### src/rtl/core/btmx_pkg.sv
// ---------------------------------------------------------------------------
// btmx_pkg: shared types and constants for the binary trie max-XOR unit
// Key and node table sizes, request and response records, status codes.
// ---------------------------------------------------------------------------
package btmx_pkg;

  localparam int KEY_BITS      = 32;
  localparam int NODE_CAPACITY = 4096;
  localparam int IDX_W         = $clog2(NODE_CAPACITY);
  localparam int NU_W          = $clog2(NODE_CAPACITY + 1);
  localparam int LVL_W         = $clog2(KEY_BITS);
  localparam int REQ_DEPTH     = 2;
  localparam int REQ_PTR_W     = $clog2(REQ_DEPTH);
  localparam int REQ_CNT_W     = $clog2(REQ_DEPTH + 1);

  typedef enum logic {
    REQ_INSERT = 1'b0,
    REQ_QUERY  = 1'b1
  } req_type_e;

  typedef enum logic [1:0] {
    ST_OK    = 2'd0,
    ST_EMPTY = 2'd1,
    ST_FULL  = 2'd2
  } status_e;

  typedef struct packed {
    req_type_e   req_type;
    logic [31:0] key_value;
  } in_req_t;

  typedef struct packed {
    logic [31:0] max_xor;
    status_e     status;
  } out_rsp_t;

  typedef struct packed {
    req_type_e           op;
    logic [KEY_BITS-1:0] key;
  } cmd_t;

  // index [1] is the child for key bit 1, [0] for key bit 0; 0 means no child
  typedef logic [1:0][IDX_W-1:0] link_pair_t;

endpackage

### src/rtl/core/btmx_front.sv
// ---------------------------------------------------------------------------
// btmx_front: request intake
// Accepts requests, classifies them into walk commands and holds them in a
// short queue so intake keeps going while the walker is busy.
// ---------------------------------------------------------------------------
module btmx_front (
  input  logic              clk_i,
  input  logic              rst_ni,
  input  logic              push_i,
  output logic              full_o,
  input  btmx_pkg::in_req_t req_i,
  output logic              cmd_valid_o,
  output btmx_pkg::cmd_t    cmd_o,
  input  logic              cmd_pop_i
);

  btmx_pkg::cmd_t                    slot_q [btmx_pkg::REQ_DEPTH];
  logic [btmx_pkg::REQ_PTR_W-1:0]    wr_ptr_q, wr_ptr_d;
  logic [btmx_pkg::REQ_PTR_W-1:0]    rd_ptr_q, rd_ptr_d;
  logic [btmx_pkg::REQ_CNT_W-1:0]    cnt_q, cnt_d;
  logic                              wr_en, rd_en;
  btmx_pkg::cmd_t                    cmd_new;

  assign full_o      = (cnt_q == btmx_pkg::REQ_CNT_W'(btmx_pkg::REQ_DEPTH));
  assign cmd_valid_o = (cnt_q != '0);
  assign cmd_o       = slot_q[rd_ptr_q];
  assign wr_en       = push_i && !full_o;
  assign rd_en       = cmd_pop_i && cmd_valid_o;

  always_comb begin
    cmd_new.op  = req_i.req_type;
    cmd_new.key = req_i.key_value[btmx_pkg::KEY_BITS-1:0];
  end

  always_comb begin
    wr_ptr_d = wr_ptr_q;
    rd_ptr_d = rd_ptr_q;
    cnt_d    = cnt_q;
    if (wr_en) begin
      wr_ptr_d = wr_ptr_q + btmx_pkg::REQ_PTR_W'(1);
    end
    if (rd_en) begin
      rd_ptr_d = rd_ptr_q + btmx_pkg::REQ_PTR_W'(1);
    end
    if (wr_en && !rd_en) begin
      cnt_d = cnt_q + btmx_pkg::REQ_CNT_W'(1);
    end else if (rd_en && !wr_en) begin
      cnt_d = cnt_q - btmx_pkg::REQ_CNT_W'(1);
    end
  end

  always_ff @(posedge clk_i or negedge rst_ni) begin
    if (!rst_ni) begin
      wr_ptr_q <= '0;
      rd_ptr_q <= '0;
      cnt_q    <= '0;
    end else begin
      wr_ptr_q <= wr_ptr_d;
      rd_ptr_q <= rd_ptr_d;
      cnt_q    <= cnt_d;
    end
  end

  always_ff @(posedge clk_i) begin
    if (wr_en) begin
      slot_q[wr_ptr_q] <= cmd_new;
    end
  end

endmodule

### config.mk
export PLATFORM = sky130hd
export DESIGN_NAME = btmx_front
export DESIGN_NICKNAME = d
export VERILOG_FILES = /design/src/rtl/core/btmx_pkg.sv /design/src/rtl/core/btmx_front.sv
export SDC_FILE = /design/constraint.sdc
export NUM_CORES = 1
export LEC_CHECK = 0
export CAP_MARGIN = 5
export CORE_ASPECT_RATIO = 1.2
export CORE_MARGIN = 2
export CORE_UTILIZATION = 45
export DETAILED_ROUTE_END_ITERATION = 7
export DONT_BUFFER_PORTS = 1
export PLACE_DENSITY = 0.59
export SETUP_SLACK_MARGIN = 0.05
export SYNTH_ARGS = -nofsm -noshare
export SYNTH_HDL_FRONTEND = slang
export SYNTH_SLANG_ARGS = --single-unit
### constraint.sdc
create_clock -name clk_i -period 6.15 [get_ports clk_i]
set_input_delay 0.615 -clock clk_i [delete_from_list [all_inputs] [get_ports clk_i]]
set_output_delay 0.615 -clock clk_i [all_outputs]
set_load 0.05 [all_outputs]
==> flow_summary.ini, run 1 <==
[critical_path]
cp-end-kind = output port
criticalPathCategory = register to output port
critPathRequiredTime_ns = 5.53
critPathSlowestCell = sky130_fd_sc_hd__dfrtp_2
critical_path.reg2reg.startpoint = cnt_q[0]
cp_num_buf_inv = 0
timing.critical_path.fanout_max = 34
critical-path-top-delay-family = flip-flops
cp.arrival_ns = 1.93
setup.worst_path.start_class = register
worst_case_register_to_register_setup_slack_ns = 4.29
worst_path_largest_cell_delay_ns = 1.05
worst_r2r_endpoint = slot_q[0][15]
path_cells = mux2_2
reg2regPathDepth = 3

[synthesis]
synthFlopType = sky130_fd_sc_hd__edfxtp_1
synthesis.yosys.warnings = 0
synth_simple_gate_area_share_pct = 1.327
netlist_top_cells_count = sky130_fd_sc_hd__edfxtp_1 (66), sky130_fd_sc_hd__mux2_4 (29), sky130_fd_sc_hd__dfrtp_1 (4), sky130_fd_sc_hd__mux2_2 (4)
synth_most_common_cell = sky130_fd_sc_hd__edfxtp_1
netlist-cell-type-count = 16
synth-async-reset-ratio_pct = 5.714
synthesis.area_mm2 = 0.002734
synth.yosys.seq_area_share_pct = 76.16
synthAdderAreaFrac_pct = 0.4577
post_synth_main_area_contributors = sky130_fd_sc_hd__edfxtp_1 (72%), sky130_fd_sc_hd__mux2_4 (16%), sky130_fd_sc_hd__dfrtp_1 (3.7%), sky130_fd_sc_hd__buf_12 (2.2%), sky130_fd_sc_hd__mux2_2 (1.6%)
synthCells = 122
synth-compound-area-share_pct = 0
synth.largest_area_cell = sky130_fd_sc_hd__edfxtp_1
synth_area_per_cell_um2 = 22.41
muxShareOfSynthArea_pct = 17.57
mappedNetlistNets = 160
combinational_family_with_the_most_area_after_synthesis = multiplexers
synthXorXnorAreaFrac_pct = 1.602
synth-edff-count = 66
synth.top_cell.area_share_pct = 72.49
ys_seq_elements = 70

[timing]
finalWorstPathRequiredPeriod_ns = 2.550
slew-limit-headroom_pct = 30.97
hold_viol = 0
drv_slew = 0
finalSetupViolations = 0
maxClockFrequency_mhz = 392.2
rsz0062_at_grt = false
timing.clock.skew_ns = 0.004479
fin_crit_sh_pct = 41.46
tightestPinTransition_ns = 1.035
setup_tns_ns = 0

[clocking]
cts-root-to-sink-buffers = 2
tritoncts = built
cts.htree.levels = 3
post-cts-setup-buffers = 0
clockRootBuffer = sky130_fd_sc_hd__clkbuf_8
tritoncts.num_buffers = 9
clk_transition_reported_paths_ns = 0.07
tritoncts_num_sinks = 70
clock_latency_ns = 0.32

[route]
drtPass1Iterations = 4
detail_route.iter0.violations = 49
route.detailed.drc = 0
postRouteWirelength_um = 3923
post_drt_wl_per_cell_um = 18.08
num_vias = 1050
route.detailed.vias_per_inst = 4.839
detail-route-antenna-nets = 0

[final_layout]
number_of_inserted_filler_cells_in_the_final_layout = 507
antenna_cells = 0
final_layout_size_suffix_gt1_share_pct = 37.04
utilization_pct = 50.06
finalInstanceArea_mm2 = 0.002990
flow.area_growth_from_synthesis_pct = 9.382
fin_nets = 168

[die]
floorplan.initialDensity_pct = 45.77
row_count = 31
dieArea_mm2 = 0.006717
die_height_um = 89.38
placeableCoreArea_mm2 = 0.005973
die_x_um = 75.15
io_pins = 72

[grt]
grt.overflow.total = 0
grt_antenna_before_repair = 0
grt_start_max_net_pins = 35
grt_pass1_wl_um = 5623
first_global_vias = 1127
grtUsageTotal_pct = 12.37

[place]
routabilityCongestion = 0.6120
dp_hpwl_um = 2562
number_of_port_buffers = 0
dpl-instance-area_mm2 = 0.002775

[hold_path]
worst_hold_path_type = input port to register
hold_path.startpoint = req_i[22]
whs_endpoint = slot_q[0][22]
hold_depth = 0

[run_status]
run_status = finished, final reports clean

[flow_run]
number_of_max_cap_violations = 0
logic make-up after synthesis:
group                    Yosys count
XOR/XNOR                           5
adder cells (fa/ha/maj)            1
buffers and inverters              6
flip-flops                        70
multiplexers                      33
AND/OR/NAND/NOR                    7
worst max-delay path by stage:
stage                   from      endpoint  slack (ns)  depth (start not counted)
floorplan             push_i  slot_q[0][0]        3.63                          2
global placement    rd_ptr_q     cmd_o[11]        3.93                          1
detailed placement  rd_ptr_q     cmd_o[12]        3.91                          1
CTS                 rd_ptr_q     cmd_o[12]        3.54                          1
global route        rd_ptr_q     cmd_o[17]        3.50                          1
finish              rd_ptr_q     cmd_o[12]        3.60                          1
repair_timing:
item	4_1_cts	5_1_grt
hold endpoints to repair	4	0
hold buffers	1	0
resized for setup	0	0
registers in the layout, summed over array words and instances, names as in the netlist:
name and flops:
slot_q 66, wr_ptr_q 1, rd_ptr_q 1, cnt_q 2
cells in the final DEF, fill, tap and decap left out:
master / count
sky130_fd_sc_hd__nand2b_1: 1
sky130_fd_sc_hd__clkbuf_8: 9
sky130_fd_sc_hd__inv_1: 2
sky130_fd_sc_hd__nand2_2: 1
sky130_fd_sc_hd__clkinv_1: 1
sky130_fd_sc_hd__mux2_2: 4
sky130_fd_sc_hd__nand2_1: 1
sky130_fd_sc_hd__mux2_4: 29
sky130_fd_sc_hd__nor2_4: 1
sky130_fd_sc_hd__clkinv_2: 2
sky130_fd_sc_hd__xnor2_1: 3
sky130_fd_sc_hd__and3_2: 1
sky130_fd_sc_hd__xor2_1: 2
sky130_fd_sc_hd__bufinv_16: 2
sky130_fd_sc_hd__nor2_1: 1
sky130_fd_sc_hd__ha_1: 1
sky130_fd_sc_hd__dfrtp_2: 1
sky130_fd_sc_hd__dlygate4sd3_1: 1
sky130_fd_sc_hd__clkbuf_1: 2
sky130_fd_sc_hd__or2_1: 1
sky130_fd_sc_hd__dfrtp_1: 3
sky130_fd_sc_hd__edfxtp_1: 66
layout make-up:
class / instances / area (µm²) / share of cell area, %
Clock buffer: 11 / 131.4 / 4.393
Clock inverter: 5 / 73.82 / 2.469
Inverter: 2 / 7.507 / 0.2510
Multi-Input combinational cell: 46 / 581.8 / 19.46
Sequential cell: 70 / 2083 / 69.67
Tap cell: 82 / 102.6 / 3.431
Timing Repair Buffer: 1 / 10.01 / 0.3347
per-layer routing:
metal	vias to the layer above	track usage [%]	share of wire, %
met5	-	0	0
met4	0	6.220	1.8
met3	5	7.441	11
met2	43	21.61	56
met1	519	11.01	32
li1	483	-	-
through the flow:
step                setup WS (ns)  std cells  hold slack [ns]
CTS                         3.540        217           0.3598
global route                3.501        217           0.3461
global placement            3.931        200           0.3195
detailed placement          3.906        200           0.3196
finish                      3.600        217           0.3802
floorplan                   3.627        122           0.3194
Power of run 1 is not shown: default switching activity piles up to over one toggle a cycle in this logic, so the estimate is an artifact.
==> inputs of run 2 (changes only) <==
Settings changed: PLACE_DENSITY 0.59 to 0.61.
Clock period 6.15 ns to 2.2 ns, I/O delays scaled along.
==> run 2 against run 1 <==
Sequential share of layout area decreased by 7.9 points. Cell count increased by 18%. Via count increased by 15%. First-iteration DRC count increased by 6.1%. Final area increased by 13%. Core utilization increased by 6.4 points.
==> flow_summary.ini, run 2 (synthesis results as in run 1) <==
[power]
clkPwrFrac_pct = 20.3
static-leakage-power_uw = 0.001246
total_net_switching_power_uw = 2102
seq_power_share_pct = 37.5
power.share.combinational_pct = 42.2
cell_internal_pwr_uw = 3118
p_per_area_mw_per_mm2 = 1549
max-vdd-ir-drop_mv = 1.171
post-layout-total-power_uw = 5220
power_switching_share_pct = 40.27

[timing]
slew-limit-headroom_pct = 65.60
finalSetupViolations = 0
setup_tns_ns = 0
rsz0062_at_grt = false
timing.clock.skew_ns = 0.005877
hold_viol = 0
drv_slew = 0
tightestPinTransition_ns = 0.5160
fin_crit_sh_pct = 84.50
maxClockFrequency_mhz = 537.9
finalWorstPathRequiredPeriod_ns = 1.859

[route]
post_drt_wl_per_cell_um = 17.01
detail-route-antenna-nets = 0
route.detailed.drc = 0
route.detailed.vias_per_inst = 4.729
drtPass1Iterations = 4
detail_route.iter0.violations = 52
num_vias = 1206
postRouteWirelength_um = 4337

[flow_run]
number_of_max_cap_violations = 0

[final_layout]
number_of_inserted_filler_cells_in_the_final_layout = 488
largest_register_ffs = 66
final_cell_mix = sky130_fd_sc_hd__edfxtp_1 (66), sky130_fd_sc_hd__dlygate4sd3_1 (34), sky130_fd_sc_hd__mux2_4 (29), sky130_fd_sc_hd__clkbuf_8 (9)
final_layout_size_suffix_gt1_share_pct = 31.79
largest_registers = slot_q: 66 flops, cnt_q: 2 flops
antenna_cells = 0
fin_nets = 206
largest_register = slot_q
flow.area_growth_from_synthesis_pct = 23.30
layout.cells.most_common = sky130_fd_sc_hd__edfxtp_1

[grt]
grt_antenna_before_repair = 0
first_global_vias = 1308
grt_pass1_wl_um = 6499
grt_start_max_net_pins = 19
grtUsageTotal_pct = 13.97
grt.overflow.total = 0

[clocking]
clk_transition_reported_paths_ns = 0.06
tritoncts.num_buffers = 9
tritoncts_num_sinks = 70
cts.htree.levels = 3
tritoncts = built
clockRootBuffer = sky130_fd_sc_hd__clkbuf_8
clock_latency_ns = 0.33
cts-root-to-sink-buffers = 2

[critical_path]
worst_path_largest_cell_delay_ns = 0.51
criticalPathCategory = register to output port
cp.arrival_ns = 1.64
path_cells = buf_4, mux2_2
critPathRequiredTime_ns = 1.98
cp_num_buf_inv = 1
cp-end-kind = output port
critPathSlowestCell = sky130_fd_sc_hd__mux2_2
timing.critical_path.fanout_max = 14
critical-path-top-delay-family = multiplexers
setup.worst_path.start_class = register

[die]
floorplan.initialDensity_pct = 45.77
row_count = 31
die_height_um = 89.38
die_x_um = 75.15
dieArea_mm2 = 0.006717
placeableCoreArea_mm2 = 0.005973
io_pins = 72

[place]
dp_hpwl_um = 2817
routabilityCongestion = 0.6317
number_of_port_buffers = 0

[hold_path]
worst_hold_path_type = input port to register

[run_status]
run_status = finished, final reports clean
run 2: cell types whose count changed in the layout (fill, tap and decap cells not counted), sizes merged:
cell,change
dlygate4sd3,+33
buf,+5
run 2: worst paths after layout:
path	start	endpoint	slack (ns)	depth (start not counted)
hold / removal	cmd_pop_i	rd_ptr_q	0.05	2
min in group asynchronous	rst_ni	cnt_q[0]	0.16	1
max in group asynchronous	rst_ni	rd_ptr_q	1.85	1
setup / recovery	rd_ptr_q	cmd_o[12]	0.34	2
setup reg to reg	cnt_q[0]	cnt_q[1]	0.49	6
hold reg to reg	cnt_q[1]	cnt_q[1]	0.51	1
run 2: timing repair:
| item | CTS | global route |
|---|---|---|
| hold buffers | 34 | 0 |
| endpoints found under the hold margin | 70 | 0 |
| setup buffers | 0 | 0 |
| endpoints found under the setup margin | 0 | 0 |
| gates resized for setup | 0 | 0 |
run 2: metrics by stage:
stage                     instance area [µm²]  hold WS [ns]  cells  utilization [%]  setup slack, ns
after floorplan                          2736      -0.07559    122                -           0.3002
after global placement                   2825      -0.07546    205            47.30           0.5690
after CTS                                3371       0.03722    255            56.43           0.3084
final                                    3371       0.04939    255            56.43           0.3409
after detailed placement                 2825      -0.07548    205            47.30           0.4866
after global routing                     3371       0.03901    255            56.43           0.2683
run 2: final cells by class:
cell class	instances	area [µm²]	share of cell area (%)
clock buffers	11	131.4	3.898
clock inverters	5	73.82	2.190
inverters	2	7.507	0.2227
multi-input cells	46	581.8	17.26
flip-flops and latches	70	2083	61.80
well taps	82	102.6	3.044
repair buffers	39	390.4	11.58
run 2: per-layer routing:
layer | vias to the layer above | track usage (%) | share of wire (%)
li1 | 558 | - | -
met1 | 599 | 14.74 | 37
met2 | 43 | 23.60 | 55
met3 | 6 | 5.975 | 6.7
met4 | 0 | 7.177 | 1.5
met5 | - | 0 | 0
run 2: power groups by stage:
stage	combinational [µW]	clock, µW	sequential [µW]
after floorplan	2080	0	1930
after global placement	2140	0	1960
after detailed placement	2170	0	1990
after CTS	2230	1090	1960
after global routing	2300	1160	1990
final	2200	1060	1960
Power figures use the tool's default switching activity.
==> inputs of run 3 (changes only) <==
Settings changed: ABC_AREA set to 1.
Clock period 2.2 ns to 1.7 ns, I/O delays scaled along.
==> run 3 against run 2 <==
Via count grew 42%. Combinational power grew 120%. Global-route usage grew 1.8 points. Worst hold slack gained 0.067 ns. Die area shrank 2.3%. Core utilization grew 13 points. Sequential cell count is the same. Wire length grew 14%. First-iteration DRC count grew 37%. Total power grew 60%. Highest routed layer unchanged.
==> flow_summary.ini, run 3 <==
[clocking]
clk_transition_reported_paths_ns = 0.07
clockRootBuffer = sky130_fd_sc_hd__clkbuf_8
tritoncts = built
cts.htree.levels = 3
cts-root-to-sink-buffers = 2
clock_latency_ns = 0.33
tritoncts_num_sinks = 70
tritoncts.num_buffers = 9

[die]
floorplan.initialDensity_pct = 46.73
placeableCoreArea_mm2 = 0.005705
row_count = 30
dieArea_mm2 = 0.006560
die_height_um = 88.32
io_pins = 72
die_x_um = 74.27

[final_layout]
flow.area_growth_from_synthesis_pct = 48.66
largest_register = slot_q
largest_registers = slot_q: 66 flops, cnt_q: 2 flops
finalInstanceArea_mm2 = 0.003964
fin_nets = 323
number_of_inserted_filler_cells_in_the_final_layout = 413
antenna_cells = 0
final_layout_size_suffix_gt1_share_pct = 23.18
utilization_pct = 69.47
largest_register_ffs = 66
layout.cells.most_common = sky130_fd_sc_hd__nand2_1
final_cell_mix = sky130_fd_sc_hd__nand2_1 (107), sky130_fd_sc_hd__edfxtp_1 (66), sky130_fd_sc_hd__dlygate4sd3_1 (35), sky130_fd_sc_hd__buf_12 (33), sky130_fd_sc_hd__clkbuf_8 (9)

[critical_path]
criticalPathCategory = register to output port
critPathSlowestCell = sky130_fd_sc_hd__dfrtp_2
setup.worst_path.start_class = register
path_cells = buf_6, nand2_1, nand2_1, buf_12
crit_top_cell = sky130_fd_sc_hd__nand2_1
worst_path_largest_cell_delay_ns = 0.44
critical-path-top-delay-family = flip-flops
cp.arrival_ns = 1.34
critPathRequiredTime_ns = 1.53
cp_num_buf_inv = 2
timing.critical_path.fanout_max = 18
cp-end-kind = output port

[power]
p_per_area_mw_per_mm2 = 2102
static-leakage-power_uw = 0.001616
max-vdd-ir-drop_mv = 1.302

[route]
post_drt_wl_per_cell_um = 13.36
detail-route-antenna-nets = 0
route.detailed.vias_per_inst = 4.650
drtPass1Iterations = 4
detail_route.iter0.violations = 71
postRouteWirelength_um = 4930
num_vias = 1716
route.detailed.drc = 0

[timing]
rsz0062_at_grt = false
timing.clock.skew_ns = 0.006336
drv_slew = 0
fin_crit_sh_pct = 88.59
finalWorstPathRequiredPeriod_ns = 1.506
maxClockFrequency_mhz = 664.0
hold_viol = 0
finalSetupViolations = 0
tightestPinTransition_ns = 0.5769
slew-limit-headroom_pct = 61.28

[hold_path]
worst_hold_path_type = input port to asynchronous set/reset pin

[place]
dpl-instance-area_mm2 = 0.003437
routabilityCongestion = 0.7856
number_of_port_buffers = 0
dp_hpwl_um = 2988

[synthesis]
post_synth_main_area_contributors = sky130_fd_sc_hd__edfxtp_1 (74%), sky130_fd_sc_hd__nand2_1 (15%), sky130_fd_sc_hd__dfrtp_1 (3.8%), sky130_fd_sc_hd__buf_6 (1.7%), sky130_fd_sc_hd__buf_4 (0.84%)
synth-async-reset-ratio_pct = 5.714
mappedNetlistNets = 242
synth-edff-count = 66
synth_area_per_cell_um2 = 13.07
synth.yosys.seq_area_share_pct = 78.09
netlist-cell-type-count = 17
synth_most_common_cell = sky130_fd_sc_hd__nand2_1
synthFlopType = sky130_fd_sc_hd__edfxtp_1
synthCells = 204
synthesis.area_mm2 = 0.002666
ys_seq_elements = 70
synth.largest_area_cell = sky130_fd_sc_hd__edfxtp_1
synthesis.yosys.warnings = 0
synth.top_cell.area_share_pct = 74.33
netlist_top_cells_count = sky130_fd_sc_hd__nand2_1 (107), sky130_fd_sc_hd__edfxtp_1 (66), sky130_fd_sc_hd__inv_1 (6)

[grt]
grt.overflow.total = 0
grt_antenna_before_repair = 0
grt_start_max_net_pins = 35
grtUsageTotal_pct = 15.79
first_global_vias = 1677
grt_pass1_wl_um = 7410

[flow_run]
number_of_max_cap_violations = 0

[run_status]
run_status = finished, final reports clean
run 3: cell types whose count changed after synthesis, moves of 3 or more:
| cell | delta |
|---|---|
| sky130_fd_sc_hd__buf_4 | +3 |
| sky130_fd_sc_hd__nand2_1 | +106 |
| sky130_fd_sc_hd__mux2_2 | -4 |
| sky130_fd_sc_hd__mux2_4 | -29 |
| sky130_fd_sc_hd__buf_6 | +3 |
| sky130_fd_sc_hd__buf_12 | -3 |
| sky130_fd_sc_hd__inv_1 | +4 |
run 3: layout make-up:
cell class	instances	area, µm²	share of cell area, %
clock buffers	10	127.6	3.220
clock inverters	5	27.53	0.6944
inverters	8	41.29	1.042
multi-input cells	120	508.0	12.82
flip-flops and latches	70	2085	52.59
well taps	80	100.1	2.525
repair buffers	76	1075	27.11
run 3: worst paths after layout:
| kind | from | endpoint | slack (ns) | cells past startpoint |
|---|---|---|---|---|
| hold / removal | rst_ni | cnt_q[1] | 0.12 | 1 |
| setup reg to reg | cnt_q[1] | slot_q[1][9] | 0.23 | 3 |
| max in group asynchronous | rst_ni | rd_ptr_q | 1.39 | 1 |
| hold reg to reg | cnt_q[1] | cnt_q[1] | 0.50 | 2 |
| setup / recovery | rd_ptr_q | cmd_o[23] | 0.19 | 4 |
| min in group clk_i | push_i | wr_ptr_q | 0.14 | 4 |
run 3: timing repair:
item	4_1_cts	5_1_grt
pin swaps	0	0
cloned	1	0
endpoints found under the setup margin	33	32
hold buffers	35	0
buffers inserted	0	0
resized for setup	2	5
endpoints found under the hold margin	71	0
run 3: layer usage:
layer  global-route usage (%)  vias up  share of wire (%)
li1                         -      841                  -
met1                    16.96      820                 39
met2                    27.44       47                 54
met3                    5.011        8                5.0
met4                    8.604        0                1.9
met5                        0        -                  0
run 3: per-stage QoR:
step / setup TNS, ns / std cells / power, µW / setup slack (ns) / hold WS (ns)
final: 0 / 369 / 8334 / 0.1940 / 0.1160
after floorplan: -0.6737 / 204 / 5087 / -0.02041 / -0.1256
after CTS: 0 / 369 / 8385 / 0.08051 / 0.1037
after global routing: 0 / 369 / 8716 / 0.07554 / 0.1061
after detailed placement: -2.845 / 318 / 7212 / -0.08805 / -0.1255
after global placement: -1.370 / 318 / 7149 / -0.04259 / -0.1255
run 3: report_power, final:
part | internal, µW | leakage (µW) | switching (µW)
Sequential | 2360 | 0.000660 | 114
Combinational | 1960 | 0.000873 | 2840
Clock | 510 | 0.0000833 | 546
run 3: cells by family after synthesis:
group	synth area share, %
adders and majority gates	0.4692
xor gates and xnor gates	0.3285
AOI/OAI and AO/OA	0.1875
buffers and inverters	3.754
and+or+nand+nor	17.18
DFF	78.09
